## config.mk

```make
export PLATFORM = sky130hd
export DESIGN_NAME = duty_cycled_sensor_upper_half_mean_top_flat
export DESIGN_NICKNAME = d
export VERILOG_FILES = /design/src/rtl/dcsum_pkg.sv /design/src/rtl/dcsum_req_if.sv /design/src/rtl/dcsum_rsp_if.sv /design/src/rtl/dcsum_sample_ram.sv /design/src/rtl/dcsum_select.sv /design/src/rtl/dcsum_divider.sv /design/src/rtl/duty_cycled_sensor_upper_half_mean_top.sv /design/src/flat_wrapper.sv
export SDC_FILE = /design/constraint.sdc
export NUM_CORES = 1
export LEC_CHECK = 0
export BUFFER_PORTS_ARGS = -buffer_cell sky130_fd_sc_hd__buf_2
export CORE_AREA = 2 2 219 221
export CTS_BUF_LIST = sky130_fd_sc_hd__clkbuf_16
export DETAILED_ROUTE_END_ITERATION = 12
export DIE_AREA = 0 0 221 223
export HOLD_SLACK_MARGIN = 0.02
export PLACE_DENSITY = 0.57
export SLEW_MARGIN = 30
export SYNTH_ARGS = -nofsm -noshare
export SYNTH_HDL_FRONTEND = slang
export SYNTH_SLANG_ARGS = --single-unit
export TNS_END_PERCENT = 30
```

## constraint.sdc

```tcl
create_clock -name clock -period 11 [get_ports clock]
set_clock_uncertainty 0.1 [all_clocks]
set_input_delay 3.3 -clock clock [delete_from_list [all_inputs] [get_ports clock]]
set_output_delay 3.3 -clock clock [all_outputs]
set_load 0.05 [all_outputs]
```

## src/rtl/dcsum_pkg.sv

```systemverilog
// Shared constants, types and helper functions of the duty-cycled sensor averager.
package dcsum_pkg;

   // Sizing of the sample store, the converter word and the tick timer.
   localparam int MAX_SAMPLES = 16;
   localparam int ADC_BITS = 12;
   localparam int TIME_BITS = 16;

   localparam int CNT_BITS = $clog2(MAX_SAMPLES + 1);
   localparam int IDX_BITS = $clog2(MAX_SAMPLES);
   localparam int HALF_BITS = $clog2(MAX_SAMPLES / 2 + 1);
   localparam int SUM_BITS = ADC_BITS + HALF_BITS;
   localparam int DIV_STEP_BITS = $clog2(SUM_BITS + 1);

   // Register port geometry.
   localparam int SCNT_BITS = 5;
   localparam int CSR_DATA_BITS = 16;
   localparam int CSR_INDEX_BITS = 3;

   localparam logic [CSR_INDEX_BITS-1:0] CSR_INIT_WARM = 3'd0;
   localparam logic [CSR_INDEX_BITS-1:0] CSR_WARM = 3'd1;
   localparam logic [CSR_INDEX_BITS-1:0] CSR_INTERVAL = 3'd2;
   localparam logic [CSR_INDEX_BITS-1:0] CSR_SLEEP = 3'd3;
   localparam logic [CSR_INDEX_BITS-1:0] CSR_COUNT = 3'd4;

   // Register values after reset.
   localparam logic [TIME_BITS-1:0] INIT_WARM_RESET = TIME_BITS'(60);
   localparam logic [TIME_BITS-1:0] WARM_RESET = TIME_BITS'(30);
   localparam logic [TIME_BITS-1:0] INTERVAL_RESET = TIME_BITS'(1);
   localparam logic [TIME_BITS-1:0] SLEEP_RESET = TIME_BITS'(60);
   localparam logic [SCNT_BITS-1:0] COUNT_RESET = SCNT_BITS'(10);

   typedef logic [ADC_BITS-1:0] adc_type;
   typedef logic [TIME_BITS-1:0] time_type;
   typedef logic [CNT_BITS-1:0] cnt_type;
   typedef logic [HALF_BITS-1:0] half_type;
   typedef logic [SUM_BITS-1:0] sum_type;

   typedef enum logic [1:0] {
      PH_INIT_WARM,
      PH_WARM,
      PH_SAMPLE,
      PH_SLEEP
   } phase_type;

   typedef enum logic [1:0] {
      CTL_IDLE,
      CTL_SUM,
      CTL_DIV,
      CTL_OUT
   } ctl_state_type;

   typedef enum logic {
      SEL_IDLE,
      SEL_SCAN
   } sel_state_type;

   typedef enum logic {
      DIV_IDLE,
      DIV_RUN
   } div_state_type;

   // Job handed to the selection unit: entries held and how many largest to add.
   typedef struct packed {
      cnt_type  count;
      half_type half;
   } sel_cmd_type;

   // Samples per burst, clamped to the range the store supports.
   function automatic cnt_type burst_size(logic [SCNT_BITS-1:0] sc);
      cnt_type n;
      if (int'(sc) < 2) begin
         n = CNT_BITS'(2);
      end else if (int'(sc) > MAX_SAMPLES) begin
         n = CNT_BITS'(MAX_SAMPLES);
      end else begin
         n = CNT_BITS'(sc);
      end
      return n;
   endfunction

endpackage

```

## src/rtl/dcsum_req_if.sv

```systemverilog
// Tick channel carrying one converter reading per transfer.
interface dcsum_req_if;
   import dcsum_pkg::*;

   logic    valid;
   logic    ready;
   adc_type adc_sample;

   modport source (output valid, output adc_sample, input ready);
   modport sink (input valid, input adc_sample, output ready);
endinterface

```

## src/rtl/dcsum_rsp_if.sv

```systemverilog
// Result channel carrying the status and average of one tick per transfer.
interface dcsum_rsp_if;
   import dcsum_pkg::*;

   logic    valid;
   logic    ready;
   logic    power_on;
   logic    sample_taken;
   logic    new_average;
   logic    average_valid;
   adc_type average_value;

   modport source (output valid, output power_on, output sample_taken, output new_average,
                   output average_valid, output average_value, input ready);
   modport sink (input valid, input power_on, input sample_taken, input new_average,
                 input average_valid, input average_value, output ready);
endinterface

```

## src/rtl/dcsum_sample_ram.sv

```systemverilog
// Burst sample store: one write port, one read port with registered read data.
module dcsum_sample_ram (
   input  logic                         clock,
   input  logic                         wr_en,
   input  logic [dcsum_pkg::IDX_BITS-1:0] wr_addr,
   input  dcsum_pkg::adc_type           wr_data,
   input  logic [dcsum_pkg::IDX_BITS-1:0] rd_addr,
   output dcsum_pkg::adc_type           rd_data
);
   import dcsum_pkg::*;

   adc_type mem [MAX_SAMPLES];
   adc_type rd_data_ff;

   // Write port.
   always_ff @(posedge clock) begin
      if (wr_en) begin
         mem[wr_addr] <= wr_data;
      end
   end

   // Read port, with registered read data.
   always_ff @(posedge clock) begin
      rd_data_ff <= mem[rd_addr];
   end

   assign rd_data = rd_data_ff;
endmodule

```

## src/rtl/dcsum_select.sv

```systemverilog
// Selection unit: sums the largest entries of the store, one scan of the memory per pick.
module dcsum_select (
   input  logic                           clock,
   input  logic                           reset,
   input  logic                           start,
   input  dcsum_pkg::sel_cmd_type         cmd,
   output logic [dcsum_pkg::IDX_BITS-1:0] rd_addr,
   input  dcsum_pkg::adc_type             rd_data,
   output logic                           done,
   output dcsum_pkg::sum_type             sum
);
   import dcsum_pkg::*;

   sel_state_type            state_ff, state_in;
   cnt_type                  count_ff, count_in;
   half_type                 half_ff, half_in;
   cnt_type                  issue_ff, issue_in;
   logic [IDX_BITS-1:0]      tag_ff, tag_in;
   logic                     rd_valid_ff, rd_valid_in;
   logic [MAX_SAMPLES-1:0]   picked_ff, picked_in;
   adc_type                  best_val_ff, best_val_in;
   logic [IDX_BITS-1:0]      best_idx_ff, best_idx_in;
   logic                     found_ff, found_in;
   half_type                 pass_ff, pass_in;
   sum_type                  sum_ff, sum_in;
   logic                     done_ff, done_in;

   logic                     issue_en;
   logic                     better;
   logic                     pass_end;
   cnt_type                  last_idx;
   adc_type                  pick_val;
   logic [IDX_BITS-1:0]      pick_idx;

   assign rd_addr = issue_ff[IDX_BITS-1:0];
   assign done = done_ff;
   assign sum = sum_ff;

   // Each pass reads every held entry and keeps the largest one not yet picked;
   // ties go to the lowest address. The pass ends when the last read returns.
   always_comb begin
      state_in = state_ff;
      count_in = count_ff;
      half_in = half_ff;
      issue_in = issue_ff;
      tag_in = tag_ff;
      rd_valid_in = 1'b0;
      picked_in = picked_ff;
      best_val_in = best_val_ff;
      best_idx_in = best_idx_ff;
      found_in = found_ff;
      pass_in = pass_ff;
      sum_in = sum_ff;
      done_in = 1'b0;

      issue_en = (state_ff == SEL_SCAN) && (issue_ff < count_ff);
      last_idx = count_ff - CNT_BITS'(1);
      better = rd_valid_ff && !picked_ff[tag_ff] && (!found_ff || (rd_data > best_val_ff));
      pick_val = better ? rd_data : best_val_ff;
      pick_idx = better ? tag_ff : best_idx_ff;
      pass_end = rd_valid_ff && (tag_ff == last_idx[IDX_BITS-1:0]);

      case (state_ff)
         SEL_IDLE: begin
            if (start) begin
               state_in = SEL_SCAN;
               count_in = cmd.count;
               half_in = cmd.half;
               issue_in = '0;
               picked_in = '0;
               found_in = 1'b0;
               pass_in = '0;
               sum_in = '0;
            end
         end
         SEL_SCAN: begin
            rd_valid_in = issue_en;
            tag_in = issue_ff[IDX_BITS-1:0];
            if (issue_en) begin
               issue_in = issue_ff + CNT_BITS'(1);
            end
            if (better) begin
               best_val_in = rd_data;
               best_idx_in = tag_ff;
               found_in = 1'b1;
            end
            if (pass_end) begin
               sum_in = sum_ff + SUM_BITS'(pick_val);
               picked_in[pick_idx] = 1'b1;
               found_in = 1'b0;
               issue_in = '0;
               pass_in = pass_ff + HALF_BITS'(1);
               if (pass_ff + HALF_BITS'(1) == half_ff) begin
                  done_in = 1'b1;
                  state_in = SEL_IDLE;
               end
            end
         end
         default: begin
            state_in = SEL_IDLE;
         end
      endcase
   end

   // Control state.
   always_ff @(posedge clock) begin
      if (reset) begin
         state_ff <= SEL_IDLE;
         rd_valid_ff <= 1'b0;
         done_ff <= 1'b0;
      end else begin
         state_ff <= state_in;
         rd_valid_ff <= rd_valid_in;
         done_ff <= done_in;
      end
   end

   // Datapath registers.
   always_ff @(posedge clock) begin
      count_ff <= count_in;
      half_ff <= half_in;
      issue_ff <= issue_in;
      tag_ff <= tag_in;
      picked_ff <= picked_in;
      best_val_ff <= best_val_in;
      best_idx_ff <= best_idx_in;
      found_ff <= found_in;
      pass_ff <= pass_in;
      sum_ff <= sum_in;
   end
endmodule

```

## src/rtl/dcsum_divider.sv

```systemverilog
// Restoring divider: one quotient bit per cycle, floor of the sum over the pick count.
module dcsum_divider (
   input  logic                clock,
   input  logic                reset,
   input  logic                start,
   input  dcsum_pkg::sum_type  dividend,
   input  dcsum_pkg::half_type divisor,
   output logic                done,
   output dcsum_pkg::adc_type  quotient
);
   import dcsum_pkg::*;

   div_state_type              state_ff, state_in;
   sum_type                    quo_ff, quo_in;
   half_type                   rem_ff, rem_in;
   logic [DIV_STEP_BITS-1:0]   step_ff, step_in;
   logic                       done_ff, done_in;

   logic [HALF_BITS:0]         shifted;
   logic [HALF_BITS:0]         diff;
   logic                       fits;

   assign done = done_ff;
   assign quotient = quo_ff[ADC_BITS-1:0];

   // Shift one dividend bit into the remainder and subtract where it fits.
   always_comb begin
      state_in = state_ff;
      quo_in = quo_ff;
      rem_in = rem_ff;
      step_in = step_ff;
      done_in = 1'b0;

      shifted = {rem_ff, quo_ff[SUM_BITS-1]};
      diff = shifted - {1'b0, divisor};
      fits = (shifted >= {1'b0, divisor});

      case (state_ff)
         DIV_IDLE: begin
            if (start) begin
               state_in = DIV_RUN;
               quo_in = dividend;
               rem_in = '0;
               step_in = '0;
            end
         end
         DIV_RUN: begin
            rem_in = fits ? diff[HALF_BITS-1:0] : shifted[HALF_BITS-1:0];
            quo_in = {quo_ff[SUM_BITS-2:0], fits};
            step_in = step_ff + DIV_STEP_BITS'(1);
            if (step_ff == DIV_STEP_BITS'(SUM_BITS - 1)) begin
               state_in = DIV_IDLE;
               done_in = 1'b1;
            end
         end
         default: begin
            state_in = DIV_IDLE;
         end
      endcase
   end

   // Control state.
   always_ff @(posedge clock) begin
      if (reset) begin
         state_ff <= DIV_IDLE;
         done_ff <= 1'b0;
      end else begin
         state_ff <= state_in;
         done_ff <= done_in;
      end
   end

   // Datapath registers.
   always_ff @(posedge clock) begin
      quo_ff <= quo_in;
      rem_ff <= rem_in;
      step_ff <= step_in;
   end
endmodule

```

## src/rtl/duty_cycled_sensor_upper_half_mean_top.sv

```systemverilog
// Duty-cycled sensor sequencer with upper-half mean over each sample burst.
// Timing: a tick that ends no burst gives its result on the next cycle; a burst-ending tick
// gives its result once the selection unit, with one memory scan per picked sample, and the
// bit-serial divider have run.
// Throughput: one tick per cycle outside burst ends, while the receiver takes the results.
// Reset: registers take their default values, the initial warm-up starts, the sample
// store is not cleared because only entries written in the current burst are read.
module duty_cycled_sensor_upper_half_mean_top (
   input  logic                                   clock,
   input  logic                                   reset,
   dcsum_req_if.sink                              req_if,
   dcsum_rsp_if.source                            rsp_if,
   input  logic                                   csr_we,
   input  logic [dcsum_pkg::CSR_INDEX_BITS-1:0]   csr_index,
   input  logic [dcsum_pkg::CSR_DATA_BITS-1:0]    csr_wdata
);
   import dcsum_pkg::*;

   // Configuration registers.
   time_type                warm_ff;
   time_type                interval_ff;
   time_type                sleep_ff;
   logic [SCNT_BITS-1:0]    scount_ff;

   // Sequencer state.
   ctl_state_type           state_ff, state_in;
   phase_type               phase_ff, phase_in;
   time_type                remaining_ff, remaining_in;
   cnt_type                 count_ff, count_in;
   half_type                half_ff, half_in;
   adc_type                 avg_ff, avg_in;
   logic                    avg_valid_ff, avg_valid_in;

   // Result register.
   logic                    rsp_valid_ff, rsp_valid_in;
   logic                    out_power_ff, out_power_in;
   logic                    out_taken_ff, out_taken_in;
   logic                    out_fresh_ff, out_fresh_in;
   logic                    out_avg_valid_ff, out_avg_valid_in;
   adc_type                 out_avg_ff, out_avg_in;

   logic                    slot_free;
   logic                    accept;
   logic                    out_load;
   logic                    taken;
   logic                    fresh;
   logic                    ram_we;
   cnt_type                 count_next;
   cnt_type                 size;
   logic                    sel_start;
   sel_cmd_type             sel_cmd;
   logic [IDX_BITS-1:0]     rd_addr;
   adc_type                 rd_data;
   logic                    sel_done;
   sum_type                 sel_sum;
   logic                    div_done;
   adc_type                 div_quotient;

   dcsum_sample_ram u_ram (
      .clock   (clock),
      .wr_en   (ram_we),
      .wr_addr (count_ff[IDX_BITS-1:0]),
      .wr_data (req_if.adc_sample),
      .rd_addr (rd_addr),
      .rd_data (rd_data)
   );

   dcsum_select u_select (
      .clock   (clock),
      .reset   (reset),
      .start   (sel_start),
      .cmd     (sel_cmd),
      .rd_addr (rd_addr),
      .rd_data (rd_data),
      .done    (sel_done),
      .sum     (sel_sum)
   );

   dcsum_divider u_divider (
      .clock    (clock),
      .reset    (reset),
      .start    (sel_done),
      .dividend (sel_sum),
      .divisor  (half_ff),
      .done     (div_done),
      .quotient (div_quotient)
   );

   assign rsp_if.valid = rsp_valid_ff;
   assign rsp_if.power_on = out_power_ff;
   assign rsp_if.sample_taken = out_taken_ff;
   assign rsp_if.new_average = out_fresh_ff;
   assign rsp_if.average_valid = out_avg_valid_ff;
   assign rsp_if.average_value = out_avg_ff;

   // Register writes; an index beyond the list is ignored. The first warm-up length
   // only matters at reset, which restores its default, so a write to it has no effect.
   always_ff @(posedge clock) begin
      if (reset) begin
         warm_ff <= WARM_RESET;
         interval_ff <= INTERVAL_RESET;
         sleep_ff <= SLEEP_RESET;
         scount_ff <= COUNT_RESET;
      end else if (csr_we) begin
         case (csr_index)
            CSR_INIT_WARM: ;
            CSR_WARM:      warm_ff <= TIME_BITS'(csr_wdata);
            CSR_INTERVAL:  interval_ff <= TIME_BITS'(csr_wdata);
            CSR_SLEEP:     sleep_ff <= TIME_BITS'(csr_wdata);
            CSR_COUNT:     scount_ff <= csr_wdata[SCNT_BITS-1:0];
            default:       ;
         endcase
      end
   end

   // Tick sequencing: count down the running wait, act when it ends, and hand a
   // finished burst to the selection unit and divider before the result is shown.
   always_comb begin
      state_in = state_ff;
      phase_in = phase_ff;
      remaining_in = remaining_ff;
      count_in = count_ff;
      half_in = half_ff;
      avg_in = avg_ff;
      avg_valid_in = avg_valid_ff;
      out_load = 1'b0;
      taken = 1'b0;
      fresh = 1'b0;
      ram_we = 1'b0;
      sel_start = 1'b0;

      size = burst_size(scount_ff);
      count_next = count_ff;
      slot_free = !rsp_valid_ff || rsp_if.ready;
      req_if.ready = (state_ff == CTL_IDLE) && slot_free;
      accept = req_if.valid && req_if.ready;
      sel_cmd.count = count_ff;
      sel_cmd.half = half_ff;

      case (state_ff)
         CTL_IDLE: begin
            if (accept) begin
               if (remaining_ff > TIME_BITS'(1)) begin
                  remaining_in = remaining_ff - TIME_BITS'(1);
                  out_load = 1'b1;
               end else if ((phase_ff == PH_INIT_WARM) || (phase_ff == PH_SLEEP)) begin
                  phase_in = PH_WARM;
                  remaining_in = warm_ff;
                  out_load = 1'b1;
               end else begin
                  ram_we = (count_ff < CNT_BITS'(MAX_SAMPLES));
                  count_next = count_ff + CNT_BITS'(ram_we);
                  taken = 1'b1;
                  if (count_next >= size) begin
                     half_in = HALF_BITS'(size >> 1);
                     sel_cmd.count = count_next;
                     sel_cmd.half = HALF_BITS'(size >> 1);
                     sel_start = 1'b1;
                     count_in = '0;
                     phase_in = PH_SLEEP;
                     remaining_in = sleep_ff;
                     state_in = CTL_SUM;
                  end else begin
                     count_in = count_next;
                     phase_in = PH_SAMPLE;
                     remaining_in = interval_ff;
                     out_load = 1'b1;
                  end
               end
            end
         end
         CTL_SUM: begin
            if (sel_done) begin
               state_in = CTL_DIV;
            end
         end
         CTL_DIV: begin
            if (div_done) begin
               avg_in = div_quotient;
               avg_valid_in = 1'b1;
               state_in = CTL_OUT;
            end
         end
         CTL_OUT: begin
            if (slot_free) begin
               taken = 1'b1;
               fresh = 1'b1;
               out_load = 1'b1;
               state_in = CTL_IDLE;
            end
         end
         default: begin
            state_in = CTL_IDLE;
         end
      endcase

      // Result register load and release.
      rsp_valid_in = out_load || (rsp_valid_ff && !rsp_if.ready);
      out_power_in = (phase_in != PH_SLEEP);
      out_taken_in = taken;
      out_fresh_in = fresh;
      out_avg_valid_in = avg_valid_in;
      out_avg_in = avg_in;
   end

   // Control state.
   always_ff @(posedge clock) begin
      if (reset) begin
         state_ff <= CTL_IDLE;
         phase_ff <= PH_INIT_WARM;
         remaining_ff <= INIT_WARM_RESET;
         count_ff <= '0;
         avg_ff <= '0;
         avg_valid_ff <= 1'b0;
         rsp_valid_ff <= 1'b0;
      end else begin
         state_ff <= state_in;
         phase_ff <= phase_in;
         remaining_ff <= remaining_in;
         count_ff <= count_in;
         avg_ff <= avg_in;
         avg_valid_ff <= avg_valid_in;
         rsp_valid_ff <= rsp_valid_in;
      end
   end

   // Payload registers.
   always_ff @(posedge clock) begin
      half_ff <= half_in;
      if (out_load) begin
         out_power_ff <= out_power_in;
         out_taken_ff <= out_taken_in;
         out_fresh_ff <= out_fresh_in;
         out_avg_valid_ff <= out_avg_valid_in;
         out_avg_ff <= out_avg_in;
      end
   end
endmodule

```

## src/flat_wrapper.sv

```systemverilog
// flat-port wrapper written by rule: the top's interface ports become plain ports
module duty_cycled_sensor_upper_half_mean_top_flat import dcsum_pkg::*;
  (clock, reset, csr_we, csr_index, csr_wdata, req_if_valid, req_if_adc_sample, req_if_ready, rsp_if_valid, rsp_if_power_on, rsp_if_sample_taken, rsp_if_new_average, rsp_if_average_valid, rsp_if_average_value, rsp_if_ready);
  dcsum_req_if req_if_i ();
  dcsum_rsp_if rsp_if_i ();
  input  logic clock;
  input  logic reset;
  input  logic csr_we;
  input  logic [dcsum_pkg::CSR_INDEX_BITS-1:0] csr_index;
  input  logic [dcsum_pkg::CSR_DATA_BITS-1:0] csr_wdata;
  input wire logic [$bits(req_if_i.valid)-1:0] req_if_valid;
  input wire logic [$bits(req_if_i.adc_sample)-1:0] req_if_adc_sample;
  output wire logic [$bits(req_if_i.ready)-1:0] req_if_ready;
  output wire logic [$bits(rsp_if_i.valid)-1:0] rsp_if_valid;
  output wire logic [$bits(rsp_if_i.power_on)-1:0] rsp_if_power_on;
  output wire logic [$bits(rsp_if_i.sample_taken)-1:0] rsp_if_sample_taken;
  output wire logic [$bits(rsp_if_i.new_average)-1:0] rsp_if_new_average;
  output wire logic [$bits(rsp_if_i.average_valid)-1:0] rsp_if_average_valid;
  output wire logic [$bits(rsp_if_i.average_value)-1:0] rsp_if_average_value;
  input wire logic [$bits(rsp_if_i.ready)-1:0] rsp_if_ready;
  assign req_if_i.valid = req_if_valid;
  assign req_if_i.adc_sample = req_if_adc_sample;
  assign req_if_ready = req_if_i.ready;
  assign rsp_if_valid = rsp_if_i.valid;
  assign rsp_if_power_on = rsp_if_i.power_on;
  assign rsp_if_sample_taken = rsp_if_i.sample_taken;
  assign rsp_if_new_average = rsp_if_i.new_average;
  assign rsp_if_average_valid = rsp_if_i.average_valid;
  assign rsp_if_average_value = rsp_if_i.average_value;
  assign rsp_if_i.ready = rsp_if_ready;
  duty_cycled_sensor_upper_half_mean_top u_core (.clock(clock), .reset(reset), .req_if(req_if_i), .rsp_if(rsp_if_i), .csr_we(csr_we), .csr_index(csr_index), .csr_wdata(csr_wdata));
endmodule
```

==> results list, run 1 <==
- In this run the horizontal extent of the chip is 221 um.
* Final critical-path share of the clock period: between 60% and 70%
* R2r startpoint: u_core.u_select.tag_ff[0]$_DFFE_PP_
- Estimated wirelength of the detail-placed design: 26.5 mm
- The floorplan has 80 rows.
- Worst min-delay path startpoint: u_core.warm_ff[12]$_SDFFE_PP0P_
- Type of element capturing the critical path: output port
- Post-route setup TNS: 0 ps
- Time the final worst path needs with I/O delays and setup: around 7400 ps
* Hold worst-path end: u_core.warm_ff[12]$_SDFFE_PP0P_
- WL final: roughly 41 mm
- In the routed design, unresolved DRC markers number 0.
- Crit path buf inv count: 2
- The floorplan step defined a core boundary enclosing 47,100 um2.
* Overall routing resource usage: 16.8%
* Final hold slack: around 350 ps
- In this run the remaining antenna-violating nets after routing total 0.
- The number of antenna violations at the first check in global routing came to 0.
- Via Count: 11,400
- 54 I/O pins were placed.
- A synthesized cell averages 13.2 um2.
- Number of CTS-inserted buffers: 47
- Ordered cell list for the critical path: buf_2, nand2b_1, and2_1, buf_2
- For this design, the slowest cell found on the critical path is nand2b_1.
- Net count of the mapped netlist: 1,498
* Share of cells above drive strength 1: 17.8%
- The floorplan step defined a die boundary enclosing slightly below 50,000 um2.
- Fmax: about 140 MHz
- Combinational logic burns 4.5% of the power.
- Post-detailed-route wirelength per cell: between 15 and 20 um
- For the worst setup path, the data arrival time is approximately 4000 ps.
- Relative contribution of sequential cells to total power: about half
* Post-CTS Setup Inserts: 0
- Number of sinks handled by clock tree synthesis: ~420
* TritonRoute pass-1 iters: 5
- Status: completed
* Worst Setup SP: rsp_if_ready
* Peak supply drop: 0.000150 V
- After synthesis, the netlist uses 70 different library cells.
* Synth-to-Final Area Change: 13.3%
- Mean number of vias per cell: 5.42
* Clk pin slew, worst setup/hold paths: around 50 ps
- The clock tree synthesis step divided the H-tree into 2 levels.
- In the layout the commonest cells are 308 x edfxtp_1, 168 x nand2_1, 107 x dfxtp_1, 83 x a21oi_1, 76 x nor2_1.
* Hold buffer count at cts: 0
- Worst Max-Slew Pin Slew: 976 ps
- Global-route congestion overflow total: 0
- Type of the worst setup path: input pin to output port
* Via count of the first global-routing pass: 11,300
- Across all register-to-register paths, the minimum setup slack is 5450 ps.
- After technology mapping, the gate count stands at 1,409.
- Global-route wire length before repair: 65.0 mm
* Highest fanout seen on the critical path: 6
- In this run switching power makes up between 20% and 30% of total power.
* Maximum single-stage delay on the critical path: around 210 ps
- Clock tree from TritonCTS: yes
* Deepest clock path buffer count: 3
- Nature of the critical path startpoint: input pin
* Initial cell density of the core: approximately two fifths
- Relative contribution of the clock network to total power: 45.2%
- Final setup violating endpoints: 0
- In this run the critical register-to-register path is captured at u_core.u_select.sum[14]$_SDFFCE_PN0P_.
* Synthesis Warnings: 0
* Hold crit path type: register to register
- Share of flip-flops with an asynchronous set or reset: 0%
- In this design, the largest share of critical-path delay is due to simple AND/OR/NAND/NOR gates.
* Final Hold Vio Count: 0
- Count of flip-flops with a built-in enable after synthesis: 308
- Slew margin rel.: 34.9%
- The die is 223 um tall.
* Sequential fraction of the synthesis area: approximately 62%
* Final-report max-slew violation count: 0
- Placed cells: 2,019
- The detailed router finished its first iteration with between 800 and 900 violations.
* Max-cap viol count: 0
- The mapped netlist covers 18,500 um2.
* Hold Path Depth: 2
* Count of state elements after synthesis: approximately 420
- Reported net switching power: roughly 0.75 mW
- Most frequent standard cell in the layout excluding fill and tap cells: edfxtp_1
- Worst-skew pair later-pin latency: 580 ps
- The congestion estimate from routability-driven global placement came to 0.785.
- CTS resizes: 0
- Largest net degree at the start of global routing: 98
* Total power density per cell area: 162 nW/um2
- Final antenna diode count: 0
- In this run the static leakage power is approximately 7.3 nW.
* Root buf cell: clkbuf_16
- Number of buffers inserted by port buffering: 53
- For the worst flop-to-flop path, the logic depth is 15.
- The internal power of the cells totals 2.66 mW.
- RSZ-0062 raised after global routing: false
* Fin cells: 2,106
- Worst endpoint required time: 7600 ps
* Crit path top cell by count: buf_2
- The most used flip-flop cell after synthesis is edfxtp_1.
- After the last flow step, the layout net total stands at 1,543.
[per-layer routing]
metal / wire [um] / track usage [%]
met1: 19200 / 24.0
met2: 19400 / 26.4
met3: 2020 / 2.96
met4: 723 / 4.48
met5: 0 / 0
[tightest hold or removal path: stages, from the launching register on]
cell	delay [ps]
dfxtp_1	300
nand2_1	50
a21oi_1	50
[logic make-up (layout without fill, tap and decap cells)]
logic type / count (synthesis) / after routing / share of synthesized area (%)
muxes: 117 / 117 / 11.2
buffers and inverters: 118 / 200 / 2.61
AOI/OAI and AO/OA: 239 / 239 / 8.32
adders and majority gates: 53 / 53 / 3.66
DFF: 417 / 417 / 61.6
and+or+nand+nor: 433 / 433 / 11.1
xor gates and xnor gates: 32 / 32 / 1.51
[layout make-up]
class | count | area [um2]
Clock inverter | 37 | 299
Inverter | 46 | 173
Timing Repair Buffer | 68 | 393
Sequential cell | 417 | 11400
Multi-Input combinational cell | 874 | 6730
Tap cell | 615 | 769
Clock buffer | 49 | 1230
Fill cell | 4202 | 26100
[state kept, by name (all words and copies together) (netlist names), 16 cells and up]
name                       flops
u_core.sleep_ff               16
u_core.warm_ff                16
u_core.interval_ff            16
u_core.u_select.picked_ff     16
u_core.u_divider.quo_ff       16
u_core.u_select.sum           16
u_core.remaining_ff           16
u_core.u_ram.mem             192
[stage by stage]
stage          utilization, %  setup slack (ps)  total power [mW]  instance area [um2]
6_report                 44.6              3610              3.41                21000
5_1_grt                  44.6              3540              3.52                21000
3_3_place_gp             41.2              3620              1.90                19400
4_1_cts                  44.5              3610              3.45                21000
2_1_floorplan               -              3700              1.85                18500
3_5_place_dp             41.3              3610              1.90                19500
[synth_stat cells, types with 6 or more instances]
master / instances / share of area [%]
nor2_1: 88 / 1.8
nand2_1: 168 / 3.4
a21oi_1: 83 / 2.2
ha_1: 51 / 3.4
nand3_1: 24 / 0.65
a211oi_1: 6 / 0.24
clkbuf_1: 55 / 1.1
o21ai_1: 22 / 0.59
xnor2_1: 17 / 0.80
o21ai_0: 34 / 0.92
mux4_2: 63 / 7.6
a21o_1: 11 / 0.45
and2_1: 11 / 0.37
buf_1: 9 / 0.18
nor4_1: 10 / 0.34
nor2b_1: 30 / 1.0
nand2b_1: 16 / 0.54
mux2_2: 27 / 1.6
mux2i_1: 10 / 0.54
edfxtp_1: 308 / 50
nand3b_1: 11 / 0.45
o311a_1: 19 / 1.0
nor3_1: 34 / 0.92
dfxtp_1: 109 / 12
xor2_1: 15 / 0.71
a31oi_1: 14 / 0.47
a311o_1: 11 / 0.59
mux2_4: 11 / 0.89
inv_1: 45 / 0.91
nand4_1: 7 / 0.24
[power groups by stage]
stage | Clock (mW) | Sequential [mW] | Combinational [mW]
after global routing | 1.64 | 1.71 | 0.164
after floorplan | 0 | 1.79 | 0.0581
after detailed placement | 0 | 1.75 | 0.153
final | 1.54 | 1.71 | 0.152
after CTS | 1.58 | 1.71 | 0.153
after global placement | 0 | 1.75 | 0.151
[how the worst max path moves through the flow]
stage	to	cells past startpoint	slack, ps
2_1_floorplan	req_if_ready	2	3700
3_3_place_gp	req_if_ready	4	3620
6_report	req_if_ready	4	3610
4_1_cts	req_if_ready	4	3610
5_1_grt	req_if_ready	4	3540
3_5_place_dp	req_if_ready	4	3610
No activity file was read; power rests on OpenSTA's default activity.
==> run 2, diff against run 1 <==
==> constraint.sdc (replaced) <==
create_clock -name clock -period 7.62 [get_ports clock]
set_clock_uncertainty 0.1 [all_clocks]
set_input_delay 2.286 -clock clock [delete_from_list [all_inputs] [get_ports clock]]
set_output_delay 2.286 -clock clock [all_outputs]
set_load 0.05 [all_outputs]
==> run 2 against run 1 <==
Compared with the run above:
- clock power up 36%
- register-to-register slack worse by 3400 ps
- global-route usage down 0.25 points
- worst setup slack worse by 1600 ps
- first-iteration DRC count up 16%
- utilization down 0.19 points
- combinational power up 46%
- worst hold slack about the same
- cell count about the same
- sequential share of layout area up 0.24 points
- sequential power up 44%
- critical path type is now register to register
==> results list, run 2 (synthesized netlist as in run 1, its figures left out) <==
* Remaining number of nets flagged by the antenna check after routing: 0 (unchanged)
* Die X: 221 um (unchanged)
- Counting flops per register, the top entry is u_core.u_ram.mem.
- The cell sitting at the root of the clock tree is a clkbuf_16.
* Worst-skew pair later-pin latency: 590 ps (about the same)
* Worst Max-Slew Pin Slew: 821 ps (-155 ps)
- The number of filler cells placed in the layout was 4,209 (+0.17%).
- Initial cell density of the core: 39.3% (unchanged)
* Library cell contributing the largest single delay on the critical path: edfxtp_1
- The number of inserted diodes was 0 (unchanged).
- Layout Cell Area excl Fill: 20,900 um2 (-0.43%)
* Clock tree from TritonCTS: yes
- Estimated wirelength of the detail-placed design: 26.2 mm (-1.2%)
- The per-cell via count in the routed design came to 5.40 (-0.43%).
- Largest net degree at the start of global routing: 98 (unchanged)
- The utilization of the core after routing came to 44.4% (-0.19 points).
- Ordered cell list for the critical path: mux4_1, mux2_2, nand2_2, o2111ai_4, or2_1, buf_4, o21ai_1, ha_1, inv_1, fa_1, nor2b_1, o31a_1, o31ai_1, a311oi_1, mux2i_1, a311o_1
- Antenna violations before repair: 3 (+3)
- Global-route wire length before repair: 63.8 mm (-1.8%)
* Flip-flop count of the largest register, all copies and words added: 192 (unchanged)
* Fraction of power consumed by combinational cells: 4.6% (about the same)
* DRC violation count after routing: 0 (unchanged)
* Deepest clock path buffer count: 3 (unchanged)
- The worst-case hold slack came to 355 ps (+0.415 ps).
- Setup repair after global routing left no endpoint under its margin.
- The setup violation total in the final timing report was 0 (unchanged).
- Clk pin slew, worst setup/hold paths: 60 ps (about the same)
- The number of buffers created by CTS came to 45 (-4.3%).
- The run finished with clean final reports.
- Type of the worst setup path: register to register
- Total leakage power: 7.26 nW (-0.77%)
- Hold Path Depth: 2 (unchanged)
- The number of input and output port buffers inserted came to 53 (unchanged).
- WP data arrival: 5830 ps (+1840 ps)
* Final critical-path share of the clock period: 73.7%
* Hold buffer count at cts: 0 (unchanged)
- The count of boundary I/O pins came to 54 (unchanged).
- The met3 track utilization from global routing came to 3.03% (+0.066 points).
* Via count of the first global-routing pass: 11,100 (-1.8%)
- Delay-heaviest family, CP: compound AO/OA/AOI/OAI gates
- Hold crit path type: register to register
* Depth of the most critical reg-to-reg path: 16 (+1)
- Cell-internal power: 3.70 mW (+39%)
- Global-route congestion overflow total: 0 (unchanged)
* Crit path buf inv count: 2 (unchanged)
- Die height: 223 um (unchanged)
* Met2 track demand over resource in global routing: 26.0% (-0.40 points)
- DP Worst Slack: 1830 ps (-1780 ps)
* CTS resizes: 0 (unchanged)
* TritonRoute pass-1 iters: 5 (unchanged)
- Max-cap viol count: 0 (unchanged)
- Worst endpoint required time: 7840 ps (+240 ps)
* Relative contribution of sequential cells to total power: 51.6% (+1.3 points)
- Most frequent standard cell in the layout excluding fill and tap cells: edfxtp_1
* Setup slack after layout: 2000 ps (-1600 ps)
* M1 GR Usage: 23.5% (-0.51 points)
* Placed cells: 2,020 (+0.050%)
- The fraction of final layout cells sized beyond drive strength 1 came to 17.6% (-0.18 points).
- In the layout the commonest cells are 308 x edfxtp_1, 168 x nand2_1, 107 x dfxtp_1, 83 x a21oi_1, 76 x nor2_1.
* H-tree depth reported by CTS: 2 (unchanged)
- After layout, the minimum clock period comes to between 5000 and 6000 ps.
* Area after DPL: 19,500 um2 (about the same)
* Post-CTS Setup Inserts: 0 (unchanged)
- The detail-routed net length per standard cell was 19.5 um (-0.71%).
* DRC marker count from the first detailed-route iteration: 1,001 (+16%)
- Total power density per cell area: 229 nW/um2 (+41%)
- WL final: 41.1 mm (-0.81%)
- From synthesis to final layout, the design area changed by 12.8%.
* Highest fanout seen on the critical path: 19 (+13)
* Std-Cell Core Area: 47,100 um2 (unchanged)
- The total count of max-transition violations in the final report is 0 (unchanged).
- The total global routing track utilization came to 16.5% (-0.25 points).
- STA classifies the critical path startpoint as a register.
- Number of cells on the critical path: 16 (+12)
* Final Hold Vio Count: 0 (unchanged)
* Number of nets in the layout: 1,542 (-0.065%)
- Die Outline Area: 49,300 um2 (unchanged)
- The number of cells in the finished layout apart from fillers is 2,104 (-0.095%).
- Static timing analysis puts the maximum clock frequency at roughly 180 MHz.
- Slew margin rel.: 44.8% (+9.8 points)
- Type of element capturing the critical path: register
* Reported net switching power: 1.09 mW (+46%)
- The number of clock sinks is 417 (unchanged).
- The largest stage delay on the critical path is 700 ps (+490 ps).
- The total negative slack came to 0 ps (unchanged).
- Sum of internal, switching and leakage power: 4.79 mW (+41%)
- The cell row count was 80 (unchanged).
* Switching Fraction: 22.8% (+0.86 points)
* Relative contribution of the clock network to total power: 43.7% (-1.5 points)
- The peak ir drop on the vdd network was 0.000193 V (+29%).
- Busiest layer in global routing: met2
* Final estimated routing congestion in global placement: 0.798 (+1.7%)
- Via Count: 11,400 (-0.53%)
## run 2: path summary, 6_finish.rpt
check | slack [ps] | end | startpoint
worst max register to register | 2000 | u_core.u_select.sum[14]$_SDFFCE_PN0P_ | u_core.u_select.tag_ff[0]$_DFFE_PP_
worst max-delay path | 2000 | u_core.u_select.sum[14]$_SDFFCE_PN0P_ | u_core.u_select.tag_ff[0]$_DFFE_PP_
worst min register to register | 350 | u_core.interval_ff[15]$_SDFFE_PP0P_ | u_core.interval_ff[15]$_SDFFE_PP0P_
worst min-delay path | 350 | u_core.interval_ff[15]$_SDFFE_PP0P_ | u_core.interval_ff[15]$_SDFFE_PP0P_
## run 2: worst reg2reg max path, stage by stage, from the launching register on
cell,delay (ps)
edfxtp_1,700
mux4_1,640
mux2_2,290
nand2_2,80
o2111ai_4,250
or2_1,580
buf_4,360
o21ai_1,200
ha_1,210
inv_1,60
fa_1,400
nor2b_1,190
o31a_1,210
o31ai_1,110
a311oi_1,500
mux2i_1,150
a311o_1,330
## run 2: final cells by class
type                       count  area, um2  area share (%)
multi-input combinational    874       6730            32.1
timing repair buffer          69        400            1.91
clock buffer                  45       1130            5.38
clock inverter                38        299            1.43
tap                          615        769            3.68
sequential                   417      11400            54.6
inverter                      46        173           0.825
## run 2: power groups by stage
| stage | Sequential, mW | Clock [mW] | Combinational (mW) |
|---|---|---|---|
| floorplan | 2.58 | 0 | 0.0839 |
| global placement | 2.52 | 0 | 0.217 |
| detailed placement | 2.52 | 0 | 0.221 |
| CTS | 2.47 | 2.14 | 0.222 |
| global route | 2.47 | 2.23 | 0.239 |
| finish | 2.47 | 2.09 | 0.222 |
## run 2: layer usage
metal	share of wire, %	vias up	routed length, um
met5	0.032	-	13
met4	2.1	2	850
met3	5.2	63	2120
met2	46	284	19000
met1	47	5612	19100
li1	-	5394	-
